--- config.mk ---
export PLATFORM = sky130hd
export DESIGN_NAME = convex_polygon_row_span_walker_unit
export DESIGN_NICKNAME = d
export VERILOG_FILES = /design/src/design/cprsw_pkg.sv /design/src/design/cprsw_ctrl.sv /design/src/design/cprsw_dp.sv /design/src/design/convex_polygon_row_span_walker_unit.sv
export SDC_FILE = /design/constraint.sdc
export NUM_CORES = 2
export LEC_CHECK = 0
export CELL_PAD_IN_SITES_DETAIL_PLACEMENT = 1
export CELL_PAD_IN_SITES_GLOBAL_PLACEMENT = 1
export CORE_MARGIN = 4
export CORE_UTILIZATION = 35
export DETAILED_ROUTE_END_ITERATION = 16
export DONT_BUFFER_PORTS = 1
export PLACE_DENSITY_LB_ADDON = 0.1
export SKIP_CTS_REPAIR_TIMING = 1
export SYNTH_ARGS = -nofsm -noshare
export SYNTH_HDL_FRONTEND = slang
export SYNTH_SLANG_ARGS = --single-unit
--- constraint.sdc ---
create_clock -name aclk -period 13.48 [get_ports aclk]
set_input_delay 0.674 -clock aclk [delete_from_list [all_inputs] [get_ports aclk]]
set_output_delay 0.674 -clock aclk [all_outputs]
set_load 0.02 [all_outputs]
--- src/design/cprsw_pkg.sv ---
// ----------------------------------------------------------------------------
// cprsw_pkg
// Shared types and constants for the convex polygon row span walker.
// ----------------------------------------------------------------------------
package cprsw_pkg;

    localparam int CFG_W   = 13;
    localparam int COORD_W = 32;
    localparam int FRAC_W  = 16;

    localparam logic [CFG_W-1:0] REG_TILE_COLUMNS = 13'd0;
    localparam logic [CFG_W-1:0] REG_TILE_ROWS    = 13'd1;

    localparam logic OP_LOAD = 1'b0;
    localparam logic OP_STEP = 1'b1;

    // Controller to datapath commands.
    typedef struct packed {
        logic load;       // write vertex, handle last marker
        logic begin_step; // latch row, set up chain walk
        logic left_side;  // current chain: 1 left, 0 right
        logic walk;       // examine neighbor on current chain
        logic div_start;  // start interpolation divide
        logic div_run;    // one divider iteration
        logic edge_fin;   // finish interpolation, update edge x
        logic finish;     // build result
    } cprsw_cmd_t;

    // Datapath to controller status.
    typedef struct packed {
        logic empty;      // no polygon
        logic chain_end;  // chain turned upward or edge crosses row
        logic need_div;   // crossing edge needs a divide
        logic div_done;
    } cprsw_sts_t;

endpackage

--- src/design/cprsw_ctrl.sv ---
// ----------------------------------------------------------------------------
// cprsw_ctrl
// Sequencer: accepts requests, walks both chains, runs divides, holds result.
// ----------------------------------------------------------------------------
module cprsw_ctrl #(
    parameter int MAX_CORNERS = 8
) (
    input  logic                   aclk,
    input  logic                   aresetn,
    input  logic                   s_valid,
    output logic                   s_ready,
    input  logic                   s_opcode,
    output logic                   m_valid,
    input  logic                   m_ready,
    output cprsw_pkg::cprsw_cmd_t  cmd,
    input  cprsw_pkg::cprsw_sts_t  sts
);
    import cprsw_pkg::*;

    localparam int CW = $clog2(MAX_CORNERS + 1);

    typedef enum logic [6:0] {
        ST_IDLE  = 7'b0000001,
        ST_WALK  = 7'b0000010,
        ST_DIVS  = 7'b0000100,
        ST_DIV   = 7'b0001000,
        ST_EDGE  = 7'b0010000,
        ST_FIN   = 7'b0100000,
        ST_OUT   = 7'b1000000
    } state_t;

    state_t        state_reg, state_next;
    logic          left_reg, left_next;
    logic [CW-1:0] cnt_reg, cnt_next;

    logic acc;
    assign s_ready = (state_reg == ST_IDLE);
    assign m_valid = (state_reg == ST_OUT);
    assign acc     = s_valid && s_ready;

    always_comb begin
        state_next = state_reg;
        left_next  = left_reg;
        cnt_next   = cnt_reg;
        cmd        = '0;
        cmd.left_side = left_reg;
        case (state_reg)
            ST_IDLE: begin
                if (acc) begin
                    if (s_opcode == OP_LOAD) begin
                        cmd.load = 1'b1;
                    end else begin
                        cmd.begin_step = 1'b1;
                        left_next  = 1'b1;
                        cnt_next   = '0;
                        state_next = sts.empty ? ST_FIN : ST_WALK;
                    end
                end
            end
            ST_WALK: begin
                cmd.walk = 1'b1;
                cnt_next = cnt_reg + 1'b1;
                if (sts.chain_end || cnt_reg == CW'(MAX_CORNERS - 1)) begin
                    if (sts.chain_end && sts.need_div) begin
                        state_next = ST_DIVS;
                    end else if (left_reg) begin
                        left_next = 1'b0;
                        cnt_next  = '0;
                    end else begin
                        state_next = ST_FIN;
                    end
                end
            end
            ST_DIVS: begin
                cmd.div_start = 1'b1;
                state_next = ST_DIV;
            end
            ST_DIV: begin
                cmd.div_run = 1'b1;
                if (sts.div_done) state_next = ST_EDGE;
            end
            ST_EDGE: begin
                cmd.edge_fin = 1'b1;
                if (left_reg) begin
                    left_next  = 1'b0;
                    cnt_next   = '0;
                    state_next = ST_WALK;
                end else begin
                    state_next = ST_FIN;
                end
            end
            ST_FIN: begin
                cmd.finish = 1'b1;
                state_next = ST_OUT;
            end
            ST_OUT: begin
                if (m_ready) state_next = ST_IDLE;
            end
            default: state_next = ST_IDLE;
        endcase
    end

    always_ff @(posedge aclk) begin
        if (!aresetn) begin
            state_reg <= ST_IDLE;
            left_reg  <= 1'b0;
            cnt_reg   <= '0;
        end else begin
            state_reg <= state_next;
            left_reg  <= left_next;
            cnt_reg   <= cnt_next;
        end
    end

endmodule

--- src/design/cprsw_dp.sv ---
// ----------------------------------------------------------------------------
// cprsw_dp
// Datapath: vertex stores, chain pointers, edge interpolation, span build.
// ----------------------------------------------------------------------------
module cprsw_dp #(
    parameter int MAX_CORNERS = 8
) (
    input  logic                  aclk,
    input  logic                  aresetn,
    input  cprsw_pkg::cprsw_cmd_t cmd,
    output cprsw_pkg::cprsw_sts_t sts,
    input  logic                  cfg_we,
    input  logic [12:0]           cfg_index,
    input  logic [12:0]           cfg_data,
    input  logic signed [31:0]    s_vertex_x,
    input  logic signed [31:0]    s_vertex_y,
    input  logic                  s_last_vertex,
    output logic [14:0]           m_span_start,
    output logic signed [15:0]    m_span_end,
    output logic [11:0]           m_row,
    output logic                  m_more_rows
);
    import cprsw_pkg::*;

    localparam int IW = $clog2(MAX_CORNERS);
    localparam int CW = $clog2(MAX_CORNERS + 1);

    logic signed [31:0] xs_reg [MAX_CORNERS];
    logic signed [31:0] ys_reg [MAX_CORNERS];
    logic [CW-1:0] count_reg, lptr_reg;
    logic [IW-1:0] lc_reg, rc_reg;
    logic signed [31:0] cury_reg, lex_reg, rex_reg;
    logic [CFG_W-1:0] cols_reg, rows_reg;

    logic signed [32:0] ny_reg;      // next row y, before saturation
    logic signed [32:0] lo_reg, hi_reg;
    logic               more_reg;
    logic signed [16:0] yint_reg;

    // divider state: t = num*2^16/den, restoring, 16 quotient bits
    logic [32:0] rem_reg, den_reg;
    logic [16:0] q_reg;
    logic [4:0]  dcnt_reg;
    logic [IW-1:0] ea_reg;
    logic        tclamp_reg, tzero_reg;
    logic signed [33:0] dx_reg;

    logic [14:0] ss_reg;
    logic signed [15:0] se_reg;
    logic [11:0] row_reg;
    logic        hm_reg;

    logic [IW-1:0] slot, cur, p;
    logic [CW-1:0] nn;
    assign nn   = count_reg;
    assign slot = (lptr_reg >= CW'(MAX_CORNERS)) ? IW'(MAX_CORNERS - 1) : lptr_reg[IW-1:0];
    assign cur  = cmd.left_side ? lc_reg : rc_reg;

    always_comb begin
        if (cmd.left_side)
            p = (lc_reg == '0) ? IW'(nn - 1'b1) : lc_reg - 1'b1;
        else
            p = ({1'b0, rc_reg} + 1'b1 >= {1'b0, nn}) ? '0 : rc_reg + 1'b1;
    end

    logic signed [31:0] yp, yc, xp, xc;
    assign yp = ys_reg[p];
    assign yc = ys_reg[cur];
    assign xp = xs_reg[p];
    assign xc = xs_reg[cur];
    logic upturn, passed;
    assign upturn = yp < yc;
    assign passed = 33'(yp) < ny_reg;
    assign sts.empty     = (count_reg == '0);
    assign sts.chain_end = upturn || !passed;
    assign sts.need_div  = !upturn;
    assign sts.div_done  = (dcnt_reg == 5'd0);

    // divide setup from edge cur -> p
    logic signed [33:0] den_s, num_s, den_a, num_a;
    assign den_s = 34'(yp) - 34'(yc);
    assign num_s = 34'(ny_reg) - 34'(yc);
    assign den_a = den_s[33] ? -den_s : den_s;
    assign num_a = den_s[33] ? -num_s : num_s;

    // step setup
    logic signed [32:0] cfloor, nys;
    always_comb begin
        cfloor = 33'(cury_reg) >>> FRAC_W;
        nys    = (cfloor + 33'sd1) <<< FRAC_W;
    end
    logic signed [32:0] nyi;
    always_comb begin
        // ceil(cy)*1.0, plus 1.0 if already whole == floor(cy)+1
        nyi = nys;
    end

    // divide step
    logic [33:0] trial;
    assign trial = {rem_reg, 1'b0} - {1'b0, den_reg};

    // edge result: x0 + floor(dx*t)
    logic signed [51:0] prod;
    logic signed [31:0] ex;
    logic [16:0] tq;
    assign tq   = tzero_reg ? 17'd0 : (tclamp_reg ? 17'h10000 : q_reg);
    assign prod = 52'(dx_reg) * $signed({1'b0, tq});
    assign ex   = 32'(34'(xs_reg[ea_reg]) + 34'(prod >>> FRAC_W));

    // finish
    logic signed [32:0] sfl, ecl;
    logic signed [16:0] yint_w;
    assign sfl    = lo_reg >>> FRAC_W;
    assign ecl    = -((-hi_reg) >>> FRAC_W);
    logic in_grid;
    assign in_grid = !yint_reg[16] && (yint_reg[15:0] < 16'(rows_reg));
    assign yint_w  = 17'(cfloor);

    always_ff @(posedge aclk) begin
        if (!aresetn) begin
            count_reg <= '0; lptr_reg <= '0; lc_reg <= '0; rc_reg <= '0;
            cury_reg <= '0; lex_reg <= '0; rex_reg <= '0;
            cols_reg <= 13'd64; rows_reg <= 13'd64;
            dcnt_reg <= '0;
        end else begin
            if (cfg_we) begin
                if (cfg_index == REG_TILE_COLUMNS) cols_reg <= cfg_data;
                else if (cfg_index == REG_TILE_ROWS) rows_reg <= cfg_data;
            end
            if (cmd.load) begin
                xs_reg[slot] <= s_vertex_x;
                ys_reg[slot] <= s_vertex_y;
                if (s_last_vertex) begin
                    count_reg <= (lptr_reg < CW'(MAX_CORNERS)) ? lptr_reg + 1'b1 : lptr_reg;
                    lptr_reg <= '0; lc_reg <= '0; rc_reg <= '0;
                    cury_reg <= (slot == '0) ? s_vertex_y : ys_reg[0];
                    lex_reg  <= (slot == '0) ? s_vertex_x : xs_reg[0];
                    rex_reg  <= (slot == '0) ? s_vertex_x : xs_reg[0];
                end else if (lptr_reg < CW'(MAX_CORNERS)) begin
                    lptr_reg <= lptr_reg + 1'b1;
                end
            end
            if (cmd.begin_step && count_reg != '0) begin
                if ({1'b0, lc_reg} >= count_reg) lc_reg <= '0;
                if ({1'b0, rc_reg} >= count_reg) rc_reg <= '0;
                ny_reg   <= nyi;
                lo_reg   <= 33'(lex_reg);
                hi_reg   <= 33'(rex_reg);
                more_reg <= 1'b1;
                yint_reg <= yint_w;
            end
            if (cmd.walk) begin
                if (upturn) begin
                    more_reg <= 1'b0;
                end else if (passed) begin
                    if (cmd.left_side) begin
                        if (33'(xp) < lo_reg) lo_reg <= 33'(xp);
                        lc_reg <= p;
                    end else begin
                        if (33'(xp) > hi_reg) hi_reg <= 33'(xp);
                        rc_reg <= p;
                    end
                end else begin
                    ea_reg     <= cur;
                    den_reg    <= den_a[32:0];
                    rem_reg    <= num_a[32:0];
                    tzero_reg  <= (den_s == '0) || (num_a <= 0);
                    tclamp_reg <= (num_a >= den_a);
                    dx_reg     <= 34'(xp) - 34'(xc);
                end
            end
            if (cmd.div_start) begin
                q_reg    <= '0;
                dcnt_reg <= 5'd16;
                // remainder starts as num; shift in quotient bits of num/den.
                // num < den here, so integer quotient bit is zero.
                rem_reg  <= rem_reg;
            end
            if (cmd.div_run && dcnt_reg != 5'd0) begin
                dcnt_reg <= dcnt_reg - 1'b1;
                if (!trial[33]) begin
                    rem_reg <= trial[32:0];
                    q_reg   <= {q_reg[15:0], 1'b1};
                end else begin
                    rem_reg <= {rem_reg[31:0], 1'b0};
                    q_reg   <= {q_reg[15:0], 1'b0};
                end
            end
            if (cmd.edge_fin) begin
                if (cmd.left_side) begin
                    lex_reg <= ex;
                    if (33'(ex) < lo_reg) lo_reg <= 33'(ex);
                end else begin
                    rex_reg <= ex;
                    if (33'(ex) > hi_reg) hi_reg <= 33'(ex);
                end
            end
            if (cmd.finish && count_reg != '0) begin
                cury_reg <= (ny_reg > 33'sh7FFFFFFF) ? 32'sh7FFFFFFF : ny_reg[31:0];
            end
        end
    end

    // first divide iteration compares num*2 against den; 16 iterations give
    // floor(num*2^16/den), the integer bit being zero since num < den
    always_ff @(posedge aclk) begin
        if (cmd.finish) begin
            if (count_reg == '0) begin
                ss_reg <= '0; se_reg <= '0; row_reg <= '0; hm_reg <= 1'b0;
            end else if (!in_grid) begin
                ss_reg <= '0; se_reg <= '0; row_reg <= '0;
                hm_reg <= more_reg && (yint_reg[16] || yint_reg[15:0] < 16'(rows_reg));
            end else begin
                ss_reg  <= sfl[32] ? 15'd0 : sfl[14:0];
                se_reg  <= (ecl > $signed({20'd0, cols_reg})) ? 16'(cols_reg) : ecl[15:0];
                row_reg <= yint_reg[11:0];
                hm_reg  <= more_reg;
            end
        end
    end

    assign m_span_start = ss_reg;
    assign m_span_end   = se_reg;
    assign m_row        = row_reg;
    assign m_more_rows  = hm_reg;

endmodule

--- src/design/convex_polygon_row_span_walker_unit.sv ---
// ----------------------------------------------------------------------------
// convex_polygon_row_span_walker_unit
// Walks a loaded convex polygon row by row and returns clamped tile spans.
// ----------------------------------------------------------------------------
// A step request walks the left chain, then the
// right chain, one vertex per cycle, and runs a shared restoring divider for
// each chain that ends on a crossing edge. The result is held in an output
// register until taken; the next request is taken after that.
module convex_polygon_row_span_walker_unit #(
    parameter int MAX_CORNERS = 8
) (
    input  logic               aclk,
    input  logic               aresetn,
    input  logic               cfg_we,
    input  logic [12:0]        cfg_index,
    input  logic [12:0]        cfg_data,
    input  logic               s_valid,
    output logic               s_ready,
    input  logic               s_opcode,
    input  logic signed [31:0] s_vertex_x,
    input  logic signed [31:0] s_vertex_y,
    input  logic               s_last_vertex,
    output logic               m_valid,
    input  logic               m_ready,
    output logic [14:0]        m_span_start,
    output logic signed [15:0] m_span_end,
    output logic [11:0]        m_row,
    output logic               m_more_rows
);
    import cprsw_pkg::*;

    cprsw_cmd_t cmd;
    cprsw_sts_t sts;

    cprsw_ctrl #(.MAX_CORNERS(MAX_CORNERS)) u_ctrl (
        .aclk(aclk), .aresetn(aresetn), .s_valid(s_valid), .s_ready(s_ready),
        .s_opcode(s_opcode), .m_valid(m_valid), .m_ready(m_ready),
        .cmd(cmd), .sts(sts)
    );

    cprsw_dp #(.MAX_CORNERS(MAX_CORNERS)) u_dp (
        .aclk(aclk), .aresetn(aresetn), .cmd(cmd), .sts(sts),
        .cfg_we(cfg_we), .cfg_index(cfg_index), .cfg_data(cfg_data),
        .s_vertex_x(s_vertex_x), .s_vertex_y(s_vertex_y),
        .s_last_vertex(s_last_vertex),
        .m_span_start(m_span_start), .m_span_end(m_span_end),
        .m_row(m_row), .m_more_rows(m_more_rows)
    );

endmodule

== After elaboration in Yosys (flattened, before gate mapping) ==
Memories as Yosys holds them, arrays and structs flattened. A register that Yosys moved wholly into a read port is not among the register bits.
Index checks and enable logic that the tools add are counted.

* Reductions and logical operators: 41
* Multipliers: 1
* Shift-type cells: 0
* Multiplexer cells: 110
* Div/mod/pow operators: 0
* Equality and inequality tests: 20
* Bitwise logic cells: 4
* Order comparisons: 16
* $add $sub $neg: 17

{| class="wikitable"
|+ Operators by type and width
! kind !! number
|-
| 33-bit two-way mux || 24
|-
| 32-bit two-way mux || 14
|-
| 32-bit by 33-bit less-than comparator with 1-bit output || 3
|-
| 17-bit two-way mux || 4
|-
| 34-bit two-way mux || 2
|-
| 34-bit negator || 2
|-
| 32-bit by 33-bit > comparator with 1-bit output || 2
|-
| 3-bit two-way mux || 22
|-
| 32-bit by 32-bit subtractor with 33-bit output || 2
|-
| 7-bit two-way mux || 7
|-
| 7-bit case mux with 7 select lines || 1
|-
| 33-bit by 18-bit multiplier with 48-bit output || 1
|-
| 34-bit >= comparator || 1
|-
| 34-bit by 1-bit <= comparator with 1-bit output, second input constant || 1
|-
| 34-bit zero test || 1
|-
| 33-bit by 32-bit subtractor with 34-bit output || 1
|-
| 34-bit by 33-bit subtractor with 34-bit output || 1
|-
| 33-bit by 14-bit > comparator with 1-bit output || 1
|-
| 33-bit by 32-bit > comparator with 1-bit output, second input constant || 1
|-
| 17-bit negator with 33-bit output || 1
|-
| 33-bit negator || 1
|-
| 32-bit adder || 1
|-
| 32-bit less-than comparator || 1
|-
| 4-bit two-way mux || 8
|-
| 49 further kinds || 106
|}

* Bits in registers: 418
* Input bits: 97
* ROM bits: 0
* RAM bits: 512
* Latch bits: 0
* Output and inout bits: 46
* Memories: 2

{| class="wikitable"
|+ Memories
! name !! words !! bits a word !! rd ports !! clocked after Yosys merged registers in !! wr ports !! line !! RTL
|-
| u_dp.xs_reg || 8 || 32 || 4 || 1 || 1 || cprsw_dp.sv:28 || <nowiki>logic signed [31:0] xs_reg [MAX_CORNERS];</nowiki>
|-
| u_dp.ys_reg || 8 || 32 || 3 || 0 || 1 || cprsw_dp.sv:29 || <nowiki>logic signed [31:0] ys_reg [MAX_CORNERS];</nowiki>
|}

== Longest topological paths before layout ==
* Word-level depth: 14
* Depth in mapped cells: 54

== Hierarchy ==
From an unflattened synthesis, not the netlist that was laid out.

* Cells, all modules: 8471
* Area total of the unflattened synthesis: 78165.0 um^2

{| class="wikitable"
|+ Modules (own cells, without submodules)
! module !! instances !! cells each !! area an instance (um^2)
|-
| cprsw_dp || 1 || 8353 || 77249.1
|-
| cprsw_ctrl || 1 || 118 || 915.9
|}

== Worst setup path before layout ==
No wires, ideal clock.

* Path kind: register -> register
* From: reg u_dp.rc_reg[0]
* To: reg u_dp.rem_reg[0], enable pin
* Stages on the path, launching flop included: 30
* Slack: 0.439 ns
* Arrival: 12.652 ns
* Buffers on the path: 6
* Clock period less this slack: 13.041 ns
* Cells stage by stage: dfxtp_1 -> buf_2 -> inv_1 -> buf_2 -> ha_1 -> a21boi_0 -> o21a_1 -> o21a_1 -> o41a_1 -> buf_2 -> buf_1 -> clkbuf_1 -> buf_1 -> mux4_2 -> mux2_2 -> ha_1 -> nor2b_1 -> o21ai_0 -> a21boi_0 -> o21ai_1 -> a211oi_1 -> nor4_1 -> o211ai_1 -> nand3_1 -> a21oi_1 -> or3_1 -> nand3b_1 -> a21o_1 -> nor3_1 -> a21o_1

* Word-level cells in the longest chain between the ends: 8

{| class="wikitable"
|+ Ends and longest elaborated chain
! item !! line !! RTL
|-
| from (decl) || cprsw_dp.sv:31 || <nowiki>logic [IW-1:0] lc_reg, rc_reg;</nowiki>
|-
| from (signal assigned) || cprsw_dp.sv:161 || <nowiki>rc_reg <= p;</nowiki>
|-
| 3-bit by 1-bit adder with 4-bit output || cprsw_dp.sv:63 || <nowiki>p = ({1'b0, rc_reg} + 1'b1 >= {1'b0, nn}) ? '0 : rc_reg + 1'b1;</nowiki>
|-
| 4-bit >= comparator || cprsw_dp.sv:63 ||
|-
| 3-bit two-way mux || cprsw_dp.sv:63 ||
|-
| 3-bit two-way mux || cprsw_dp.sv:60 || <nowiki>if (cmd.left_side)</nowiki>
|-
| memory read 8 x 32 bit * || - ||
|-
| 32-bit by 33-bit less-than comparator with 1-bit output / 32-bit less-than comparator (equally long branches) || cprsw_dp.sv:73, cprsw_dp.sv:72 ||
|-
| 2-bit != test (no line) || - ||
|-
| 5-bit AND reduction (no line) * || - ||
|-
| to (signal assigned) || cprsw_dp.sv:166 || <nowiki>rem_reg <= num_a[32:0];</nowiki>
|-
| to (signal assigned) || cprsw_dp.sv:177 || <nowiki>rem_reg <= rem_reg;</nowiki>
|-
| to (signal assigned) || cprsw_dp.sv:182 || <nowiki>rem_reg <= trial[32:0];</nowiki>
|-
| to (decl) || cprsw_dp.sv:41 || <nowiki>logic [32:0] rem_reg, den_reg;</nowiki>
|}

Every way passes the cells marked *; elsewhere a longest branch is shown, timed or not.
A chain may end at the register's enable or synchronous reset.

== Final worst setup path ==
* From: reg u_dp.q_reg[6]
* To: reg u_dp.hi_reg[31], data pin

* Word-level cells in the longest chain between the ends: 8

{| class="wikitable"
|+ Ends and longest elaborated chain
! item !! line !! RTL
|-
| from (decl) || cprsw_dp.sv:42 || <nowiki>logic [16:0] q_reg;</nowiki>
|-
| from (signal assigned) || cprsw_dp.sv:183 || <nowiki>q_reg <= {q_reg[15:0], 1'b1};</nowiki>
|-
| from (signal assigned) || cprsw_dp.sv:186 || <nowiki>q_reg <= {q_reg[15:0], 1'b0};</nowiki>
|-
| 17-bit two-way mux * (2 in a row) || cprsw_dp.sv:106 || <nowiki>assign tq = tzero_reg ? 17'd0 : (tclamp_reg ? 17'h10000 : q_reg);</nowiki>
|-
| 33-bit by 18-bit multiplier with 48-bit output * || cprsw_dp.sv:107 || <nowiki>assign prod = 52'(dx_reg) * $signed({1'b0, tq});</nowiki>
|-
| 32-bit adder * || cprsw_dp.sv:108 || <nowiki>assign ex = 32'(34'(xs_reg[ea_reg]) + 34'(prod >>> FRAC_W));</nowiki>
|-
| 32-bit by 33-bit > comparator with 1-bit output || cprsw_dp.sv:195 || <nowiki>if (33'(ex) > hi_reg) hi_reg <= 33'(ex);</nowiki>
|-
| 33-bit two-way mux * || cprsw_dp.sv:195 ||
|-
| 33-bit two-way mux * || cprsw_dp.sv:190 || <nowiki>if (cmd.left_side) begin</nowiki>
|-
| 33-bit two-way mux * || cprsw_dp.sv:189 || <nowiki>if (cmd.edge_fin) begin</nowiki>
|-
| to (signal assigned) || cprsw_dp.sv:148 || <nowiki>hi_reg <= 33'(rex_reg);</nowiki>
|-
| to (signal assigned) || cprsw_dp.sv:160 || <nowiki>if (33'(xp) > hi_reg) hi_reg <= 33'(xp);</nowiki>
|-
| to (signal assigned) || cprsw_dp.sv:195 ||
|-
| to (decl) || cprsw_dp.sv:36 || <nowiki>logic signed [32:0] lo_reg, hi_reg;</nowiki>
|}

Marks and branches as above.

==> results.json <==
{
  "worstMarginPinSlew_ps": 1374,
  "wl_per_cell_um": 26.81,
  "slowest_delay_ps": 920,
  "finalNonFillerCells": 10852,
  "dp_slack_ps": 57.99,
  "synth-main-ff-cell": "edfxtp_1",
  "syn_area_um2": 77890,
  "endpoint_kind": "flip-flop",
  "dieWidth_um": 479.7,
  "p_leak_uw": 0.03480,
  "grtUsageTotal_pct": 24.66,
  "worstPathMaxFanout": 32,
  "syn_to_final_growth_pct": 10.51,
  "io_pins": 143,
  "finClkSkew_ps": 84.60,
  "clk_pin_slew_ps": 60,
  "fmax_mhz": 78.75,
  "p_int_uw": 7351,
  "synth_fp_nets": 8937,
  "cp-start-kind": "flip-flop",
  "drt.antenna.violating_nets": 0,
  "synth_cell_types": 116,
  "io_buffers": 0,
  "final_cell_mix": "nand2_1, inv_1, edfxtp_1, fa_1, ha_1",
  "grt_pass1_wl_um": 426300,
  "multi_input_area_um2": 46830,
  "hold_viol": 0,
  "viasPerCell": 5.603,
  "crit-reg2reg-capture": "u_dp.hi_reg[31]",
  "timing.critical_path.buf_inv": 7,
  "slew_violations": 0,
  "clock-sinks": 917,
  "p_sw_uw": 5157,
  "cts_made_buffers": 113,
  "hold_class": "primary input to flip-flop",
  "rows": 172,
  "drc": 0,
  "cellPowerDensity_nw_per_um2": 145.3,
  "antenna_found_initial": 20,
  "start_util_pct": 35.31,
  "core_um2": 220600,
  "ff2ff_setup_slack_ps": 780,
  "wl_um": 290900,
  "min_path_cells": 0,
  "yosys_warnings": 0,
  "fin_crit_sh_pct": 94.21,
  "grt_max_degree": 149,
  "min-delay-start": "aresetn",
  "seqPwrFrac_pct": 27.8,
  "final.fill_count": 24452,
  "nets": 8877,
  "die_area_um2": 230200,
  "firstDrtPassIters": 5,
  "drive_gt1_share_pct": 9.468,
  "crit_family": "compound AO/OA/AOI/OAI gates",
  "cts_buffer_depth": 3,
  "grt_overflow": 0,
  "cts_tree": "yes",
  "cp_common_cell": "a21oi_1",
  "setup_viol": 0,
  "die_y_um": 479.7,
  "grt_pass1_vias": 62921,
  "finalCriticalPeriod_ps": 12700,
  "synth_cells": 7839,
  "fin_ws_ps": 781.2,
  "finish.instance_area_um2": 86070,
  "ys_seq_area_share_pct": 33.55,
  "swShare_pct": 41.23,
  "maxSlewHeadroom_pct": 7.948,
  "clk_latency_ps": 810,
  "seqCellArea_um2": 26140,
  "numPlacedInstances": 10546,
  "ys_ff_latch": 917,
  "crit_type": "flip-flop to flip-flop",
  "holdPathEnd": "u_dp.hi_reg[7]",
  "peakVddDrop_mv": 0.1124,
  "synth_edf_count": 777,
  "h-tree-depth": 3,
  "place_area_um2": 81460,
  "pwr-share-comb_pct": 47.3,
  "fin_setup_tns_ps": 0,
  "final_common_cell": "nand2_1",
  "rr_worst_depth": 48,
  "place.gp.congestion": 0.8551,
  "status": "complete, no violations",
  "whs_ps": 56.05,
  "cp_data_arrival_time_ps": 13230,
  "drt_iter0_markers": 4977,
  "ys_async_sr_fraction_pct": 0,
  "r2r-start": "u_dp.q_reg[6]",
  "worstPathRequired_ps": 14010,
  "cp_slowest_cell": "edfxtp_1",
  "syn_area_per_cell_um2": 9.936,
  "root_buffer": "clkbuf_16",
  "clkPwrFrac_pct": 25.0,
  "cap_violations": 0,
  "hpwl_um": 210900,
  "vias": 60805
}
## cells by family (layout without fill, tap and decap cells)
| group | after synthesis | count (layout) | share of synthesized area (%) |
|---|---|---|---|
| AO/OA/AOI/OAI | 1211 | 1211 | 10.35 |
| multiplexers | 478 | 478 | 9.447 |
| buffers and inverters | 1346 | 1385 | 6.671 |
| adder cells (fa/ha/maj) | 1001 | 1001 | 21.07 |
| flip-flops | 917 | 917 | 33.55 |
| XOR/XNOR | 266 | 266 | 3.035 |
| AND/OR/NAND/NOR | 2619 | 2620 | 15.87 |
| other | 1 | 16 | 0.004815 |
## power groups by stage
stage / registers [µW] / clock network [µW] / logic, µW
6_report: 3470 / 3120 / 5910
4_1_cts: 3470 / 3200 / 5840
2_1_floorplan: 3480 / 0 / 3870
5_1_grt: 3480 / 3310 / 6510
3_5_place_dp: 3530 / 0 / 5810
3_3_place_gp: 3530 / 0 / 5670
## cell usage after synthesis, types with 48 or more instances
cell type / count / share of area (%)
inv_1: 931 / 4.5
and3_1: 307 / 2.5
mux4_2: 194 / 5.6
clkbuf_1: 311 / 1.5
a21o_1: 85 / 0.82
xnor2_1: 184 / 2.1
nand4_1: 59 / 0.47
o21ai_0: 226 / 1.5
edfxtp_1: 777 / 30
a211oi_1: 48 / 0.46
xor2_1: 79 / 0.89
ha_1: 483 / 7.8
o21a_1: 49 / 0.47
buf_1: 54 / 0.26
mux2i_1: 185 / 2.4
a21oi_1: 320 / 2.1
a311oi_1: 65 / 0.73
nand2b_1: 62 / 0.50
nand3_1: 231 / 1.5
nor2b_1: 102 / 0.82
and2_1: 71 / 0.57
nor2_1: 343 / 1.7
nand2_1: 1158 / 5.6
o211ai_1: 78 / 0.75
a31oi_1: 77 / 0.62
mux2_2: 97 / 1.4
fa_1: 518 / 13
nor3_1: 137 / 0.88
dfxtp_1: 140 / 3.6
## how the worst max path moves through the flow
| stage | slack (ps) | depth (start not counted) | start | end |
|---|---|---|---|---|
| global route | -70 | 53 | u_dp.tclamp_reg | u_dp.hi_reg[31] |
| detailed placement | 60 | 52 | u_dp.tzero_reg | u_dp.hi_reg[31] |
| CTS | 40 | 52 | u_dp.tzero_reg | u_dp.hi_reg[31] |
| finish | 780 | 48 | u_dp.q_reg[6] | u_dp.hi_reg[31] |
| floorplan | 440 | 29 | u_dp.rc_reg[0] | u_dp.rem_reg[0] |
| global placement | 230 | 52 | u_dp.tclamp_reg | u_dp.hi_reg[32] |
## final cells by class
class                           count  area share (%)
Inverter                          934           4.086
Antenna cell                       15         0.04361
Clock inverter                     59          0.7007
Clock buffer                      156           3.699
Multi-Input combinational cell   5577           54.40
Tap cell                         2958           4.300
Timing Repair Buffer              236           2.394
Sequential cell                   917           30.37
## through the flow
stage / utilization (%) / total power, µW
3_5_place_dp: 36.93 / 9340
4_1_cts: 38.64 / 12510
3_3_place_gp: 36.93 / 9195
5_1_grt: 39.01 / 13310
6_report: 39.02 / 12510
2_1_floorplan: - / 7353
## metal layers
| layer | track usage (%) | vias to the layer above | part of all wire [%] |
|---|---|---|---|
| met5 | 0 | - | 0.015 |
| met4 | 5.220 | 6 | 2.0 |
| met3 | 3.964 | 263 | 5.9 |
| met2 | 36.76 | 1587 | 43 |
| met1 | 37.53 | 31638 | 49 |
| li1 | - | 27311 | - |
## worst register-to-register path, delay by kind of cell, from the launching register on
kind / cells / cell delay [ps]
xor gates and xnor gates: 2 / 380
DFF: 1 / 920
buffers and inverters: 7 / 1040
AOI/OAI and AO/OA: 23 / 5360
adders and majority gates: 9 / 3400
and+or+nand+nor: 7 / 1390
Note: power is estimated with default switching activity, not from simulation.
